## src/design/arwt_pkg.sv

```systemverilog
`timescale 1ns / 1ps
// ----------------------------------------------------------------------------
// arwt_pkg
// Shared constants, codes and types of the audio ring writer with trim loop
// ----------------------------------------------------------------------------
package arwt_pkg;

    localparam int RingSamples = 512;
    localparam int AddrW       = $clog2(RingSamples);
    localparam int SampleW     = 16;
    localparam int DmaW        = 10;
    localparam int TrimW       = 6;
    localparam int HoldW       = 8;
    localparam int GainW       = 10;
    localparam int LimitW      = 20;
    localparam int CenterW     = 6;
    localparam int ErrW        = AddrW + 1;
    localparam int IntegW      = LimitW + 1;
    localparam int PropProdW   = GainW + 1 + ErrW;
    localparam int NumW        = 32;
    localparam int KindW       = 2;

    localparam int CfgIdxW     = 3;
    localparam int CfgDataW    = LimitW;

    localparam int InDataW     = 32;
    localparam int OutDataW    = 32;

    localparam int MaxResults  = 3;
    localparam int FifoDepth   = 16;
    localparam int FifoPtrW    = $clog2(FifoDepth);
    localparam int FifoCntW    = FifoPtrW + 1;

    localparam logic [AddrW-1:0]  HalfRing   = AddrW'(RingSamples / 2);
    localparam logic [DmaW-1:0]   RingSize   = DmaW'(RingSamples);
    localparam logic [15:0]       Milli      = 16'd1000;
    localparam logic [NumW-1:0]   TrimSatNum = NumW'(64000);
    localparam logic [TrimW-1:0]  TrimMax    = TrimW'(63);
    // floor(n / 1000) == (n * Recip1000) >> RecipShift for n < 64000
    localparam int                RecipShift = 26;
    localparam logic [16:0]       Recip1000  = 17'd67109;

    typedef enum logic [0:0] {
        OP_SAMPLE = 1'b0,
        OP_TICK   = 1'b1
    } t_opcode;

    typedef enum logic [KindW-1:0] {
        KIND_WRITE = 2'd0,
        KIND_CLEAR = 2'd1,
        KIND_TRIM  = 2'd2
    } t_kind;

    typedef enum logic [CfgIdxW-1:0] {
        CFG_AUDIO_ENABLE = 3'd0,
        CFG_TRIM_CENTER  = 3'd1,
        CFG_PROP_GAIN    = 3'd2,
        CFG_INTEG_GAIN   = 3'd3,
        CFG_INTEG_LIMIT  = 3'd4,
        CFG_HOLD_PACKETS = 3'd5
    } t_cfg_reg;

    typedef struct packed {
        t_kind              kind;
        logic [AddrW-1:0]   addr;
        logic [SampleW-1:0] data;
        logic [TrimW-1:0]   trim;
        logic               last;
    } t_result;

    typedef struct packed {
        t_kind              first_kind;
        logic [AddrW-1:0]   first_addr;
        logic [SampleW-1:0] first_data;
        logic               has_marker;
        logic               marker_right;
        logic               has_trim;
    } t_stage;

    typedef struct packed {
        logic [1:0]                 cnt;
        t_result [MaxResults-1:0]   entry;
    } t_push;

endpackage

```

## src/design/arwt_result_fifo.sv

```systemverilog
`timescale 1ns / 1ps
// ----------------------------------------------------------------------------
// arwt_result_fifo
// Result queue taking up to three entries per cycle and giving one per cycle
// ----------------------------------------------------------------------------
module arwt_result_fifo (
    input  logic                          i_clk,
    input  logic                          i_rst_n,
    input  arwt_pkg::t_push               i_push,
    input  logic                          i_pop,
    output arwt_pkg::t_result             o_head,
    output logic [arwt_pkg::FifoCntW-1:0] o_count
);

    arwt_pkg::t_result                r_mem [arwt_pkg::FifoDepth];
    logic [arwt_pkg::FifoPtrW-1:0]    r_wr_ptr;
    logic [arwt_pkg::FifoPtrW-1:0]    r_rd_ptr;
    logic [arwt_pkg::FifoCntW-1:0]    r_count;
    logic [arwt_pkg::FifoCntW-1:0]    n_count;

    always_comb begin
        n_count = r_count + arwt_pkg::FifoCntW'(i_push.cnt)
                  - arwt_pkg::FifoCntW'(i_pop);
    end

    always_ff @(posedge i_clk) begin
        for (int i = 0; i < arwt_pkg::MaxResults; i++) begin
            if (2'(i) < i_push.cnt) begin
                r_mem[r_wr_ptr + arwt_pkg::FifoPtrW'(i)] <= i_push.entry[i];
            end
        end
    end

    always_ff @(posedge i_clk) begin
        if (!i_rst_n) begin
            r_wr_ptr <= '0;
            r_rd_ptr <= '0;
            r_count  <= '0;
        end else begin
            r_wr_ptr <= r_wr_ptr + arwt_pkg::FifoPtrW'(i_push.cnt);
            r_rd_ptr <= r_rd_ptr + arwt_pkg::FifoPtrW'(i_pop);
            r_count  <= n_count;
        end
    end

    assign o_head  = r_mem[r_rd_ptr];
    assign o_count = r_count;

endmodule

```

## src/design/audio_ring_writer_with_pi_clock_trim_core.sv

```systemverilog
`timescale 1ns / 1ps
// ----------------------------------------------------------------------------
// audio_ring_writer_with_pi_clock_trim_core
// Ring buffer write command generator with PI oscillator trim loop
// ----------------------------------------------------------------------------
// s_axis carries audio samples (tuser 0) and frame ticks (tuser 1); tlast
// marks the last sample of a USB packet, tdata holds the sample and the DMA
// remaining count. m_axis gives buffer writes, clear requests and trim
// updates (kind in tuser); tlast marks the final result caused by one input.
// The cfg channel writes the six control registers and is always ready;
// write it only while the block is idle.
// Each input transfer gives zero to three results. The first result of an
// item passes the state update register, then the gain multiply and the
// sum registers, then the divide by 1000 as it enters the 16-entry result
// queue. One item is taken per cycle while the queue has room for everything
// in flight; the queue drains one result per cycle while m_axis is ready, so
// items with several results run at that drain rate.
// A stall on m_axis fills the queue and then deasserts s_axis_tready.
// Reset empties the queue and pipeline, restores register defaults, and puts
// the write pointer half a ring plus one ahead.
// ----------------------------------------------------------------------------
module audio_ring_writer_with_pi_clock_trim_core (
    input  logic                           i_clk,
    input  logic                           i_rst_n,
    // cfg
    input  logic                           i_cfg_valid,
    output logic                           o_cfg_ready,
    input  logic [arwt_pkg::CfgIdxW-1:0]   i_cfg_index,
    input  logic [arwt_pkg::CfgDataW-1:0]  i_cfg_data,
    // input stream
    input  logic                           s_axis_tvalid,
    output logic                           s_axis_tready,
    input  logic [arwt_pkg::InDataW-1:0]   s_axis_tdata,  // sample_value[15:0], dma_remaining[25:16]
    input  logic [0:0]                     s_axis_tuser,  // opcode[0]
    input  logic                           s_axis_tlast,
    // output stream
    output logic                           m_axis_tvalid,
    input  logic                           m_axis_tready,
    output logic [arwt_pkg::OutDataW-1:0]  m_axis_tdata,  // write_address[8:0], write_data[24:9], trim_value[30:25]
    output logic [arwt_pkg::KindW-1:0]     m_axis_tuser,  // result_kind[1:0]
    output logic                           m_axis_tlast
);

    localparam int AW = arwt_pkg::AddrW;
    localparam int IW = arwt_pkg::IntegW;
    localparam int EW = arwt_pkg::ErrW;

    // configuration registers
    logic                           r_cfg_enable;
    logic [arwt_pkg::CenterW-1:0]   r_cfg_center;
    logic [arwt_pkg::GainW-1:0]     r_cfg_prop;
    logic [arwt_pkg::GainW-1:0]     r_cfg_igain;
    logic [arwt_pkg::LimitW-1:0]    r_cfg_limit;
    logic [arwt_pkg::HoldW-1:0]     r_cfg_hold;

    // loop state
    logic [AW-1:0]                  r_wp, n_wp;
    logic [arwt_pkg::HoldW-1:0]     r_hold, n_hold;
    logic signed [IW-1:0]           r_integ, n_integ;
    logic                           r_packet_open, n_packet_open;
    logic                           r_index_odd, n_index_odd;
    logic                           r_right_act, n_right_act;
    logic                           r_left_act, n_left_act;

    // pipeline
    logic                           r1_valid, n1_valid;
    arwt_pkg::t_stage               r1_stage, n1_stage;
    logic signed [EW-1:0]           r1_err, n1_err;
    logic signed [IW-1:0]           r1_integ;
    logic                           r2_valid;
    arwt_pkg::t_stage               r2_stage;
    logic signed [arwt_pkg::PropProdW-1:0] r2_p_prop;
    logic signed [arwt_pkg::NumW-1:0]      r2_p_int;
    logic                           r3_valid;
    arwt_pkg::t_stage               r3_stage;
    logic signed [arwt_pkg::NumW-1:0]      r3_num;

    // input fields
    arwt_pkg::t_opcode              in_op;
    logic [arwt_pkg::SampleW-1:0]   in_sample;
    logic [arwt_pkg::DmaW-1:0]      in_dma;
    logic                           in_accept;
    logic [AW-1:0]                  rd_slot;

    // per-item working values
    logic                           start;
    logic                           idx;
    logic                           ra;
    logic                           la;
    logic [AW-1:0]                  wp;
    logic [AW-1:0]                  wp_next;
    logic [AW-1:0]                  resync;
    logic [AW-1:0]                  measure;
    logic signed [IW-1:0]           integ;
    logic signed [IW:0]             integ_sum;
    logic signed [IW:0]             lim;

    // queue side
    logic [arwt_pkg::FifoCntW-1:0]  q_count;
    logic [arwt_pkg::FifoCntW:0]    reserve;
    arwt_pkg::t_push                push;
    arwt_pkg::t_result              head;
    arwt_pkg::t_result              res_first;
    arwt_pkg::t_result              res_marker;
    arwt_pkg::t_result              res_trim;
    logic [arwt_pkg::TrimW-1:0]     trim;
    logic [32:0]                    recip_prod;
    logic [15:0]                    center_k;
    logic                           pop;

    // ------------------------------------------------------------------
    // configuration
    assign o_cfg_ready = 1'b1;

    always_ff @(posedge i_clk) begin
        if (!i_rst_n) begin
            r_cfg_enable <= 1'b0;
            r_cfg_center <= arwt_pkg::CenterW'(32);
            r_cfg_prop   <= arwt_pkg::GainW'(5);
            r_cfg_igain  <= arwt_pkg::GainW'(1);
            r_cfg_limit  <= arwt_pkg::LimitW'(50000);
            r_cfg_hold   <= arwt_pkg::HoldW'(10);
        end else if (i_cfg_valid) begin
            case (arwt_pkg::t_cfg_reg'(i_cfg_index))
                arwt_pkg::CFG_AUDIO_ENABLE: r_cfg_enable <= i_cfg_data[0];
                arwt_pkg::CFG_TRIM_CENTER:  r_cfg_center <= i_cfg_data[arwt_pkg::CenterW-1:0];
                arwt_pkg::CFG_PROP_GAIN:    r_cfg_prop   <= i_cfg_data[arwt_pkg::GainW-1:0];
                arwt_pkg::CFG_INTEG_GAIN:   r_cfg_igain  <= i_cfg_data[arwt_pkg::GainW-1:0];
                arwt_pkg::CFG_INTEG_LIMIT:  r_cfg_limit  <= i_cfg_data[arwt_pkg::LimitW-1:0];
                arwt_pkg::CFG_HOLD_PACKETS: r_cfg_hold   <= i_cfg_data[arwt_pkg::HoldW-1:0];
                default: ;
            endcase
        end
    end

    // ------------------------------------------------------------------
    // input decode and flow control
    assign in_op     = arwt_pkg::t_opcode'(s_axis_tuser[0]);
    assign in_sample = s_axis_tdata[arwt_pkg::SampleW-1:0];
    assign in_dma    = s_axis_tdata[arwt_pkg::SampleW +: arwt_pkg::DmaW];

    always_comb begin
        if (in_dma != '0 && in_dma <= arwt_pkg::RingSize) begin
            rd_slot = AW'(arwt_pkg::RingSize - in_dma);
        end else begin
            rd_slot = '0;
        end
    end

    // room for the results of every item in flight plus the new one
    assign reserve = (arwt_pkg::FifoCntW + 1)'(arwt_pkg::MaxResults)
                     * ((arwt_pkg::FifoCntW + 1)'(r1_valid)
                        + (arwt_pkg::FifoCntW + 1)'(r2_valid)
                        + (arwt_pkg::FifoCntW + 1)'(r3_valid) + 1'b1);
    assign s_axis_tready = ((arwt_pkg::FifoCntW + 1)'(q_count) + reserve)
                           <= (arwt_pkg::FifoCntW + 1)'(arwt_pkg::FifoDepth);
    assign in_accept = s_axis_tvalid && s_axis_tready;

    // ------------------------------------------------------------------
    // state update
    always_comb begin
        n_wp          = r_wp;
        n_hold        = r_hold;
        n_integ       = r_integ;
        n_packet_open = r_packet_open;
        n_index_odd   = r_index_odd;
        n_right_act   = r_right_act;
        n_left_act    = r_left_act;
        n1_valid      = 1'b0;
        n1_stage      = '0;
        n1_err        = '0;
        start         = !r_packet_open;
        idx           = r_index_odd;
        ra            = r_right_act;
        la            = r_left_act;
        wp            = r_wp;
        integ         = r_integ;
        resync        = rd_slot + arwt_pkg::HalfRing;
        wp_next       = r_wp;
        measure       = '0;
        integ_sum     = '0;
        lim           = $signed({2'b00, r_cfg_limit});

        if (in_accept) begin
            if (in_op == arwt_pkg::OP_TICK) begin
                if (r_hold != '0) begin
                    n_hold = r_hold - 1'b1;
                end
            end else if (!r_cfg_enable) begin
                if (!r_packet_open) begin
                    n1_valid            = 1'b1;
                    n1_stage.first_kind = arwt_pkg::KIND_CLEAR;
                end
                n_packet_open = !s_axis_tlast;
                n_index_odd   = 1'b0;
                n_right_act   = 1'b0;
                n_left_act    = 1'b0;
            end else begin
                if (start) begin
                    idx = 1'b0;
                    ra  = 1'b0;
                    la  = 1'b0;
                    if (r_hold == '0) begin
                        wp    = {resync[AW-1:1], 1'b1};
                        integ = '0;
                    end
                end
                n1_valid            = 1'b1;
                n1_stage.first_kind = arwt_pkg::KIND_WRITE;
                n1_stage.first_addr = wp;
                n1_stage.first_data = in_sample;
                wp_next = wp + 1'b1;
                if (in_sample != '0) begin
                    if (idx) begin
                        la = 1'b1;
                    end else begin
                        ra = 1'b1;
                    end
                end
                idx = !idx;
                if (s_axis_tlast) begin
                    n1_stage.has_marker   = ra ^ la;
                    n1_stage.marker_right = ra;
                    if (ra || la) begin
                        n_hold            = r_cfg_hold;
                        n1_stage.has_trim = 1'b1;
                        measure   = wp_next - rd_slot;
                        n1_err    = $signed(EW'(measure) - EW'(arwt_pkg::HalfRing));
                        integ_sum = {integ[IW-1], integ} + {{(IW + 1 - EW){n1_err[EW-1]}}, n1_err};
                        if (integ_sum > lim) begin
                            integ_sum = lim;
                        end else if (integ_sum < -lim) begin
                            integ_sum = -lim;
                        end
                        integ = integ_sum[IW-1:0];
                    end
                end
                n_wp          = wp_next;
                n_integ       = integ;
                n_index_odd   = idx;
                n_right_act   = ra;
                n_left_act    = la;
                n_packet_open = !s_axis_tlast;
            end
        end
    end

    always_ff @(posedge i_clk) begin
        if (!i_rst_n) begin
            r_wp          <= arwt_pkg::HalfRing + 1'b1;
            r_hold        <= '0;
            r_integ       <= '0;
            r_packet_open <= 1'b0;
            r_index_odd   <= 1'b0;
            r_right_act   <= 1'b0;
            r_left_act    <= 1'b0;
            r1_valid      <= 1'b0;
            r2_valid      <= 1'b0;
            r3_valid      <= 1'b0;
        end else begin
            r_wp          <= n_wp;
            r_hold        <= n_hold;
            r_integ       <= n_integ;
            r_packet_open <= n_packet_open;
            r_index_odd   <= n_index_odd;
            r_right_act   <= n_right_act;
            r_left_act    <= n_left_act;
            r1_valid      <= n1_valid;
            r2_valid      <= r1_valid;
            r3_valid      <= r2_valid;
        end
    end

    // ------------------------------------------------------------------
    // PI arithmetic pipeline
    assign center_k = 16'(r_cfg_center) * arwt_pkg::Milli;

    always_ff @(posedge i_clk) begin
        r1_stage  <= n1_stage;
        r1_err    <= n1_err;
        r1_integ  <= n_integ;
        r2_stage  <= r1_stage;
        r2_p_prop <= $signed({1'b0, r_cfg_prop}) * r1_err;
        r2_p_int  <= arwt_pkg::NumW'($signed({1'b0, r_cfg_igain}))
                     * arwt_pkg::NumW'(r1_integ);
        r3_stage  <= r2_stage;
        r3_num    <= {{(arwt_pkg::NumW - arwt_pkg::PropProdW){r2_p_prop[arwt_pkg::PropProdW-1]}},
                      r2_p_prop}
                     + r2_p_int + $signed({16'b0, center_k});
    end

    // divide by 1000 and clamp to the trim range
    assign recip_prod = 33'(r3_num[15:0]) * 33'(arwt_pkg::Recip1000);

    always_comb begin
        if (r3_num <= 0) begin
            trim = '0;
        end else if (r3_num >= $signed(arwt_pkg::TrimSatNum)) begin
            trim = arwt_pkg::TrimMax;
        end else begin
            trim = recip_prod[arwt_pkg::RecipShift +: arwt_pkg::TrimW];
        end
    end

    // ------------------------------------------------------------------
    // result assembly
    always_comb begin
        res_first.kind   = r3_stage.first_kind;
        res_first.addr   = r3_stage.first_addr;
        res_first.data   = r3_stage.first_data;
        res_first.trim   = '0;
        res_first.last   = !(r3_stage.has_marker || r3_stage.has_trim);

        res_marker.kind  = arwt_pkg::KIND_WRITE;
        res_marker.addr  = AW'(r3_stage.marker_right);
        res_marker.data  = arwt_pkg::SampleW'(1);
        res_marker.trim  = '0;
        res_marker.last  = !r3_stage.has_trim;

        res_trim.kind    = arwt_pkg::KIND_TRIM;
        res_trim.addr    = '0;
        res_trim.data    = '0;
        res_trim.trim    = trim;
        res_trim.last    = 1'b1;

        push.entry[0] = res_first;
        push.entry[1] = r3_stage.has_marker ? res_marker : res_trim;
        push.entry[2] = res_trim;
        if (r3_valid) begin
            push.cnt = 2'd1 + 2'(r3_stage.has_marker) + 2'(r3_stage.has_trim);
        end else begin
            push.cnt = '0;
        end
    end

    assign pop = m_axis_tvalid && m_axis_tready;

    arwt_result_fifo u_fifo (
        .i_clk   (i_clk),
        .i_rst_n (i_rst_n),
        .i_push  (push),
        .i_pop   (pop),
        .o_head  (head),
        .o_count (q_count)
    );

    assign m_axis_tvalid = (q_count != '0);
    assign m_axis_tdata  = {1'b0, head.trim, head.data, head.addr};
    assign m_axis_tuser  = head.kind;
    assign m_axis_tlast  = head.last;

endmodule

```

## config.mk

```make
export PLATFORM = sky130hd
export DESIGN_NAME = audio_ring_writer_with_pi_clock_trim_core
export DESIGN_NICKNAME = d
export VERILOG_FILES = /design/src/design/arwt_pkg.sv /design/src/design/arwt_result_fifo.sv /design/src/design/audio_ring_writer_with_pi_clock_trim_core.sv
export SDC_FILE = /design/constraint.sdc
export NUM_CORES = 2
export LEC_CHECK = 0
export CELL_PAD_IN_SITES_DETAIL_PLACEMENT = 2
export CELL_PAD_IN_SITES_GLOBAL_PLACEMENT = 2
export CORE_MARGIN = 5
export CORE_UTILIZATION = 30
export DETAILED_ROUTE_END_ITERATION = 12
export DONT_BUFFER_PORTS = 1
export PLACE_DENSITY_LB_ADDON = 0.1
export SYNTH_ARGS = -nofsm -noshare
export SYNTH_HDL_FRONTEND = slang
export SYNTH_HIERARCHICAL = 1
export SYNTH_SLANG_ARGS = --single-unit
```

## constraint.sdc

```tcl
create_clock -name i_clk -period 13.1 [get_ports i_clk]
set_clock_uncertainty 0.15 [all_clocks]
set_input_delay 1.965 -clock i_clk [delete_from_list [all_inputs] [get_ports i_clk]]
set_output_delay 1.965 -clock i_clk [all_outputs]
set_load 0.02 [all_outputs]
```

# Word level (Yosys, flattened, before mapping)
# Memories as Yosys holds them, arrays and structs flattened. A register that Yosys moved wholly into a read port is not among the register bits.
# Cells that the tools add are included.
# W data, S select, Z words.
[totals]
reg_bits = 319
latch_bits = 0
mem_bits_rw = 544
rom_bits = 0
inputBits = 62
out_inout_bits = 38
word_cells = 181
n_memories = 1
[classes]
n_addsub = 22
n_mul = 5
div_mod_pow = 0
n_lt_le_gt_ge = 9
n_eq_ne = 6
shifts = 0
mux = 57
bitwise_logic = 7
reduce_logical = 32
[memory_table]
columns = ["memory", "depth", "word_bits", "read_ports", "rd_ports_with_merged_regs", "wr", "line", "rtl"]
rows = [
  ["u_fifo.r_mem", 16, 34, 1, 1, 3, "arwt_result_fifo.sv:15", "arwt_pkg::t_result r_mem [arwt_pkg::FifoDepth];"],
]
[ops]
columns = ["operator", "count"]
rows = [
  ["$mux W21", 12],
  ["$mux W9", 6],
  ["$mux W8", 5],
  ["$mux W34", 1],
  ["$add A32 B16 Y32", 1],
  ["$add A32 B32 Y32", 1],
  ["$ge A32 B17 Y1 const B", 1],
  ["$le A32 B1 Y1 const B", 1],
  ["$mul A11 B21 Y32", 1],
  ["$mul A16 B17 Y32 const B", 1],
  ["$mux W1", 29],
  ["$add A21 B10 Y22", 1],
  ["$gt A22 B21 Y1", 1],
  ["$lt A22 B22 Y1", 1],
  ["$neg A20 Y22", 1],
  ["$mul A11 B10 Y21", 1],
  ["$reduce_bool A16 Y1", 1],
  ["$reduce_and A2 Y1", 7],
  ["$mul A6 B7 Y13 const B", 1],
  ["$mux W6", 2],
  ["$le A10 B10 Y1 const B", 1],
  ["$reduce_bool A10 Y1", 1],
  ["$sub A9 B9 Y10 const B", 1],
  ["$add A9 B1 Y9 const B", 1],
  ["41 further kinds", 59],
]

# Longest topological paths before layout
[logic_depth]
depth_word = 21
mapped_depth = 46
mapped_depth_nobuf = 43

# Hierarchy
# The synthesis kept the hierarchy.
[by_module_without_submodules]
columns = ["module", "n_inst", "cells_each", "area_each_um2", "seq_area_each_um2"]
rows = [
  ["arwt_result_fifo", 1, 3133, 33220.6, 16595.9],
  ["audio_ring_writer_with_pi_clock_trim_core", 1, 3199, 29114.2, 6045.8],
]

# Least setup slack after synthesis
# Ideal clock, no wire load.
[synth_timing]
kind = "in2reg"
startpoint = "in s_axis_tdata[20] (netlist bit)"
endpoint = "reg r1_integ[17]"
setup_time_ps = 127
t_arrival_ps = 9503
t_required_ps = 12823
setup_slack_ps = 3321
stages = 45
path_buffers = 3
path_cell_list = "or3_1 nor3_1 nand2_1 xor2_1 nand2_1 inv_1 mux2i_1 inv_1 ha_1 nand3_1 nor3_1 a41oi_1 xor2_1 ha_1 or2_2 a21oi_1 a31oi_1 xnor2_1 (+9 left out) o211ai_1 o2111ai_1 nand2b_1 a21o_1 a21oi_1 xnor2_1 ha_1 o21a_1 o2111ai_1 a21oi_1 a211oi_1 nand3_1 o21ai_0 a21oi_4 buf_6 mux2i_1 a222oi_1 inv_1"
[synth_via]
elab_chain_cells = 21
word_cells_on_any_way = 24
cone_classes = "add/sub: 6; order compare: 3; mux: 13; reduce/logical: 2"
[synth_rtl]
columns = ["item", "line", "rtl"]
rows = [
  ["from (decl)", "audio_ring_writer_with_pi_clock_trim_core.sv:33", "input logic [arwt_pkg::InDataW-1:0] s_axis_tdata,"],
  ["$le A10 B10 Y1 or $reduce_bool A10 Y1 (tied branches)", "audio_ring_writer_with_pi_clock_trim_core.sv:143", "if (in_dma != '0 && in_dma <= arwt_pkg::RingSize) begin"],
  ["$logic_and A1 B1 Y1", "audio_ring_writer_with_pi_clock_trim_core.sv:143", ""],
  ["$mux W9 *", "audio_ring_writer_with_pi_clock_trim_core.sv:143", ""],
  ["$add A9 B9 Y9", "audio_ring_writer_with_pi_clock_trim_core.sv:178", "resync = rd_slot + arwt_pkg::HalfRing;"],
  ["$mux W9", "audio_ring_writer_with_pi_clock_trim_core.sv:203", "if (r_hold == '0) begin"],
  ["$mux W9", "audio_ring_writer_with_pi_clock_trim_core.sv:199", "if (start) begin"],
  ["$mux W9", "audio_ring_writer_with_pi_clock_trim_core.sv:189", "end else if (!r_cfg_enable) begin"],
  ["$mux W9", "audio_ring_writer_with_pi_clock_trim_core.sv:185", "if (in_op == arwt_pkg::OP_TICK) begin"],
  ["(+6 left out)", "n/a", ""],
  ["$mux W21", "audio_ring_writer_with_pi_clock_trim_core.sv:232", "end else if (integ_sum < -lim) begin"],
  ["$mux W21 *", "audio_ring_writer_with_pi_clock_trim_core.sv:230", "if (integ_sum > lim) begin"],
  ["$mux W21 *", "audio_ring_writer_with_pi_clock_trim_core.sv:224", "if (ra || la) begin"],
  ["$mux W21 *", "audio_ring_writer_with_pi_clock_trim_core.sv:221", "if (s_axis_tlast) begin"],
  ["$mux W21 *", "audio_ring_writer_with_pi_clock_trim_core.sv:189", ""],
  ["$mux W21 *", "audio_ring_writer_with_pi_clock_trim_core.sv:185", ""],
  ["$mux W21 *", "audio_ring_writer_with_pi_clock_trim_core.sv:184", "if (in_accept) begin"],
  ["via n_integ[17]", "audio_ring_writer_with_pi_clock_trim_core.sv:59", "logic signed [IW-1:0] r_integ, n_integ;"],
  ["to (signal assigned)", "audio_ring_writer_with_pi_clock_trim_core.sv:281", "r1_integ <= n_integ;"],
  ["to (decl)", "audio_ring_writer_with_pi_clock_trim_core.sv:69", "logic signed [IW-1:0] r1_integ;"],
]
# Mark *: on every way through the listed nets, which the timed path passes. The rest lies on a longest branch. The select of a mux whose other input is x is not followed.
# A chain may end at the register's enable or synchronous reset.

# Worst setup path in the final report
[layout_timing]
startpoint = "in s_axis_tdata[20] (netlist bit)"
endpoint = "reg r_integ[3]"
[layout_via]
elab_chain_cells = 21
word_cells_on_any_way = 24
cone_classes = "add/sub: 6; order compare: 3; mux: 13; reduce/logical: 2"
[layout_rtl]
columns = ["item", "line", "rtl"]
rows = [
  ["$le A10 B10 Y1 or $reduce_bool A10 Y1 (tied branches)", "audio_ring_writer_with_pi_clock_trim_core.sv:143", ""],
  ["$logic_and A1 B1 Y1", "audio_ring_writer_with_pi_clock_trim_core.sv:143", ""],
  ["$mux W9 *", "audio_ring_writer_with_pi_clock_trim_core.sv:143", ""],
  ["$add A9 B9 Y9", "audio_ring_writer_with_pi_clock_trim_core.sv:178", ""],
  ["$mux W9", "audio_ring_writer_with_pi_clock_trim_core.sv:203", ""],
  ["$mux W9", "audio_ring_writer_with_pi_clock_trim_core.sv:199", ""],
  ["$mux W9", "audio_ring_writer_with_pi_clock_trim_core.sv:189", ""],
  ["$mux W9", "audio_ring_writer_with_pi_clock_trim_core.sv:185", ""],
  ["(+6 left out)", "n/a", ""],
  ["$mux W21", "audio_ring_writer_with_pi_clock_trim_core.sv:232", ""],
  ["$mux W21 *", "audio_ring_writer_with_pi_clock_trim_core.sv:230", ""],
  ["$mux W21 *", "audio_ring_writer_with_pi_clock_trim_core.sv:224", ""],
  ["$mux W21 *", "audio_ring_writer_with_pi_clock_trim_core.sv:221", ""],
  ["$mux W21 *", "audio_ring_writer_with_pi_clock_trim_core.sv:189", ""],
  ["$mux W21 *", "audio_ring_writer_with_pi_clock_trim_core.sv:185", ""],
  ["$mux W21 *", "audio_ring_writer_with_pi_clock_trim_core.sv:184", ""],
  ["via n_integ[3]", "audio_ring_writer_with_pi_clock_trim_core.sv:59", ""],
  ["to (signal assigned)", "audio_ring_writer_with_pi_clock_trim_core.sv:263", "r_integ <= n_integ;"],
  ["to (decl)", "audio_ring_writer_with_pi_clock_trim_core.sv:59", ""],
]
# Marks and branches as above.

==> qor.yml <==
outcome: "complete, no violations"
synth_cell_type_count: 90
syn_area_um2: 62300
timing_hold_violations_final: 0
cts_root_buf: "clkbuf_16"
r2r_cells: 39
cts_hold_buf: 0
instances_no_fill: 9018
core_um2: 207000
ys_ff_latch: 859
grt_max_degree: 69
die_y_um: 466
min_from: "r1_stage[23]"
die_w_um: 466
fp-row-count: 167
fmax_mhz: 89.9
hpwlAfterDp_mm: 169
fin_hold_ws_ns: 0.165
r2r_setup_slack_ns: 2.94
pin_count: 100
cp.arrival_ns: 11.58
clock_latency_ns: 0.76
grt_use_total_pct: 23.9
start_util_pct: 30.1
dr.pass1.iters: 5
finalInstanceArea_um2: 69200
grt_pass1_wl_mm: 379
drc: 0
synth_enable_flop_cells: 544
cp_top_family: "compound AO/OA/AOI/OAI gates"
totalWireLength_mm: 265
synth-warning-count: 6
worst_pin_slew_ns: 1.20
htree_levels: 3
fin_setup_tns_ns: 0
p_leak_nw: 26.3
synthArstFlopShare_pct: 0
gp_congestion: 0.781
slew_headroom_pct: 19.6
drt-vias-per-instance: 5.49
syn-mean-instance-area_um2: 9.84
syn_to_final_growth_pct: 11.0
clock_path_buffers: 3
place_area_um2: 65400
cap_violations: 0
critPathBufInv: 5
cts_tree: "built"
critPathLaunchType: "input pin"
hold_end: "r2_stage[23]"
required_ns: 13.56
period_share_pct: 84.9
postSynthCellCount: 6332
synth_ff_type: "edfxtp_1"
endpoint_kind: "flip-flop"
critPathKind: "input pin to flip-flop"
cts_sinks: 859
peakVddDrop_v: 0.000147
reg2reg_to: "r_integ[3]"
dieArea_um2: 217000
p_total_mw: 10.2
synth-seq-area-share_pct: 36.3
worstPathMaxFanout: 22
grt_pass1_vias: 53700
cpPeakStageDelay_ns: 0.63
fill_cells: 22400
setup_viol: 0
fin_nets: 7029
min_path_cells: 0
dp.cells: 8798
critPathSlowestCell: "a211oi_1"
antenna_found_initial: 8
grt_remaining_overflow: 0
drt_first_iter_violations: 3411
hp-class: "flip-flop to flip-flop"
path_clk_slew_ns: 0.06
rsz0062_at_grt: "no"
slew_violations: 0
drive_above_1_share_pct: 8.44
wl_per_cell_um: 29.4
num_vias: 49500
cts_made_buffers: 112
powerDensity_nw_per_um2: 148
cts_resized: 0
ant_nets: 0
period_needed_ns: 11.13
port_buffers: 0
post-cts-setup-buffers: 0
r2r-start: "r_hold[0]"
-- kinds of logic after synthesis --
| kind of cell | Yosys count | synth area share, % |
|---|---|---|
| other | 2 | 0.0120 |
| XOR/XNOR | 160 | 2.31 |
| buffers and inverters | 1036 | 6.67 |
| multiplexers | 306 | 7.65 |
| AND/OR/NAND/NOR | 1735 | 12.6 |
| AO/OA/AOI/OAI | 1475 | 15.4 |
| adder cells (fa/ha/maj) | 759 | 19.1 |
| flip-flops | 859 | 36.3 |
-- flip-flops by register name, indices dropped and copies added (netlist names), 20 cells and up --
name          cells
r1_stage         29
r2_p_prop        21
u_fifo/r_mem    544
push             26
r1_integ         21
r_cfg_limit      20
r2_p_int         32
r3_num           32
r_integ          21
r2_stage         29
-- metrics by stage --
| stage | utilization [%] | worst slack, ns |
|---|---|---|
| finish | 33.5 | 1.97 |
| global route | 33.4 | 1.29 |
| detailed placement | 31.6 | 1.19 |
| floorplan | - | 3.32 |
| global placement | 31.6 | 1.41 |
| CTS | 33.4 | 1.93 |
-- synth_stat cells, drive strengths merged (190+ instances only) --
cell type  number  share of area, %
nor2          510               3.1
ha            438               8.8
o21ai         347               2.8
a22oi         357               4.3
and2          208               2.1
nand2         679               4.1
dfxtp         315                10
inv           506               3.0
clkbuf        339               2.0
edfxtp        544                26
fa            321                10
a21oi         430               3.5
buf           190               1.6
-- layout by cell type (no fill, tap or decap), drive strengths merged, types with 124 or more instances in the layout --
master | netlist | final
edfxtp | 544 | 544
clkbuf | 339 | 160
ha | 438 | 438
nand2 | 679 | 679
a2bb2oi | 142 | 142
inv | 506 | 509
fa | 321 | 321
a22oi | 357 | 357
mux4 | 136 | 136
mux2i | 165 | 165
dfxtp | 315 | 315
o21ai | 347 | 347
xnor2 | 124 | 124
nor2 | 510 | 510
a21oi | 430 | 430
conb | 2 | 181
and2 | 208 | 208
-- worst register-to-register path: cells and delay by family (launching register included) --
| family | cells | cell delay, ns |
|---|---|---|
| buffers and inverters | 6 | 1.51 |
| and+or+nand+nor | 10 | 1.81 |
| DFF | 1 | 0.33 |
| muxes | 2 | 0.63 |
| AOI/OAI and AO/OA | 13 | 3.55 |
| xor gates and xnor gates | 3 | 0.68 |
| adders and majority gates | 5 | 1.34 |
-- power breakdown --
part | total [mW] | internal (mW) | switching [mW]
clock | 3.17 | 1.83 | 1.34
sequential | 3.01 | 2.90 | 0.109
combinational | 4.04 | 1.57 | 2.48
total | 10.2 | 6.30 | 3.93
-- cell type report --
cell class / instances / area (µm²) / area share (%)
Sequential cell: 859 / 22600 / 32.7
Antenna cell: 8 / 20.0 / 0.0289
Tap cell: 2704 / 3380 / 4.89
Multi-Input combinational cell: 4616 / 36600 / 52.9
Clock inverter: 52 / 559 / 0.808
Inverter: 507 / 1900 / 2.75
Clock buffer: 160 / 3210 / 4.64
Timing Repair Buffer: 112 / 841 / 1.21
-- routing by layer --
metal / GRT usage (%) / wire, µm
met1: 29.0 / 108000
met2: 43.7 / 136000
met3: 2.75 / 11000
met4: 8.03 / 10300
met5: 0 / 13
-- how the worst max path moves through the flow --
stage / from / endpoint / slack [ns] / cells after the start
global placement: s_axis_tdata[20] / r_integ[3] / 1.41 / 40
CTS: s_axis_tdata[20] / r_integ[3] / 1.93 / 40
finish: s_axis_tdata[20] / r_integ[3] / 1.97 / 40
detailed placement: s_axis_tdata[20] / r_integ[3] / 1.19 / 40
global route: s_axis_tdata[20] / r_integ[3] / 1.29 / 40
floorplan: s_axis_tdata[20] / r1_integ[17] / 3.32 / 45
(Power assumes the default switching activity.)
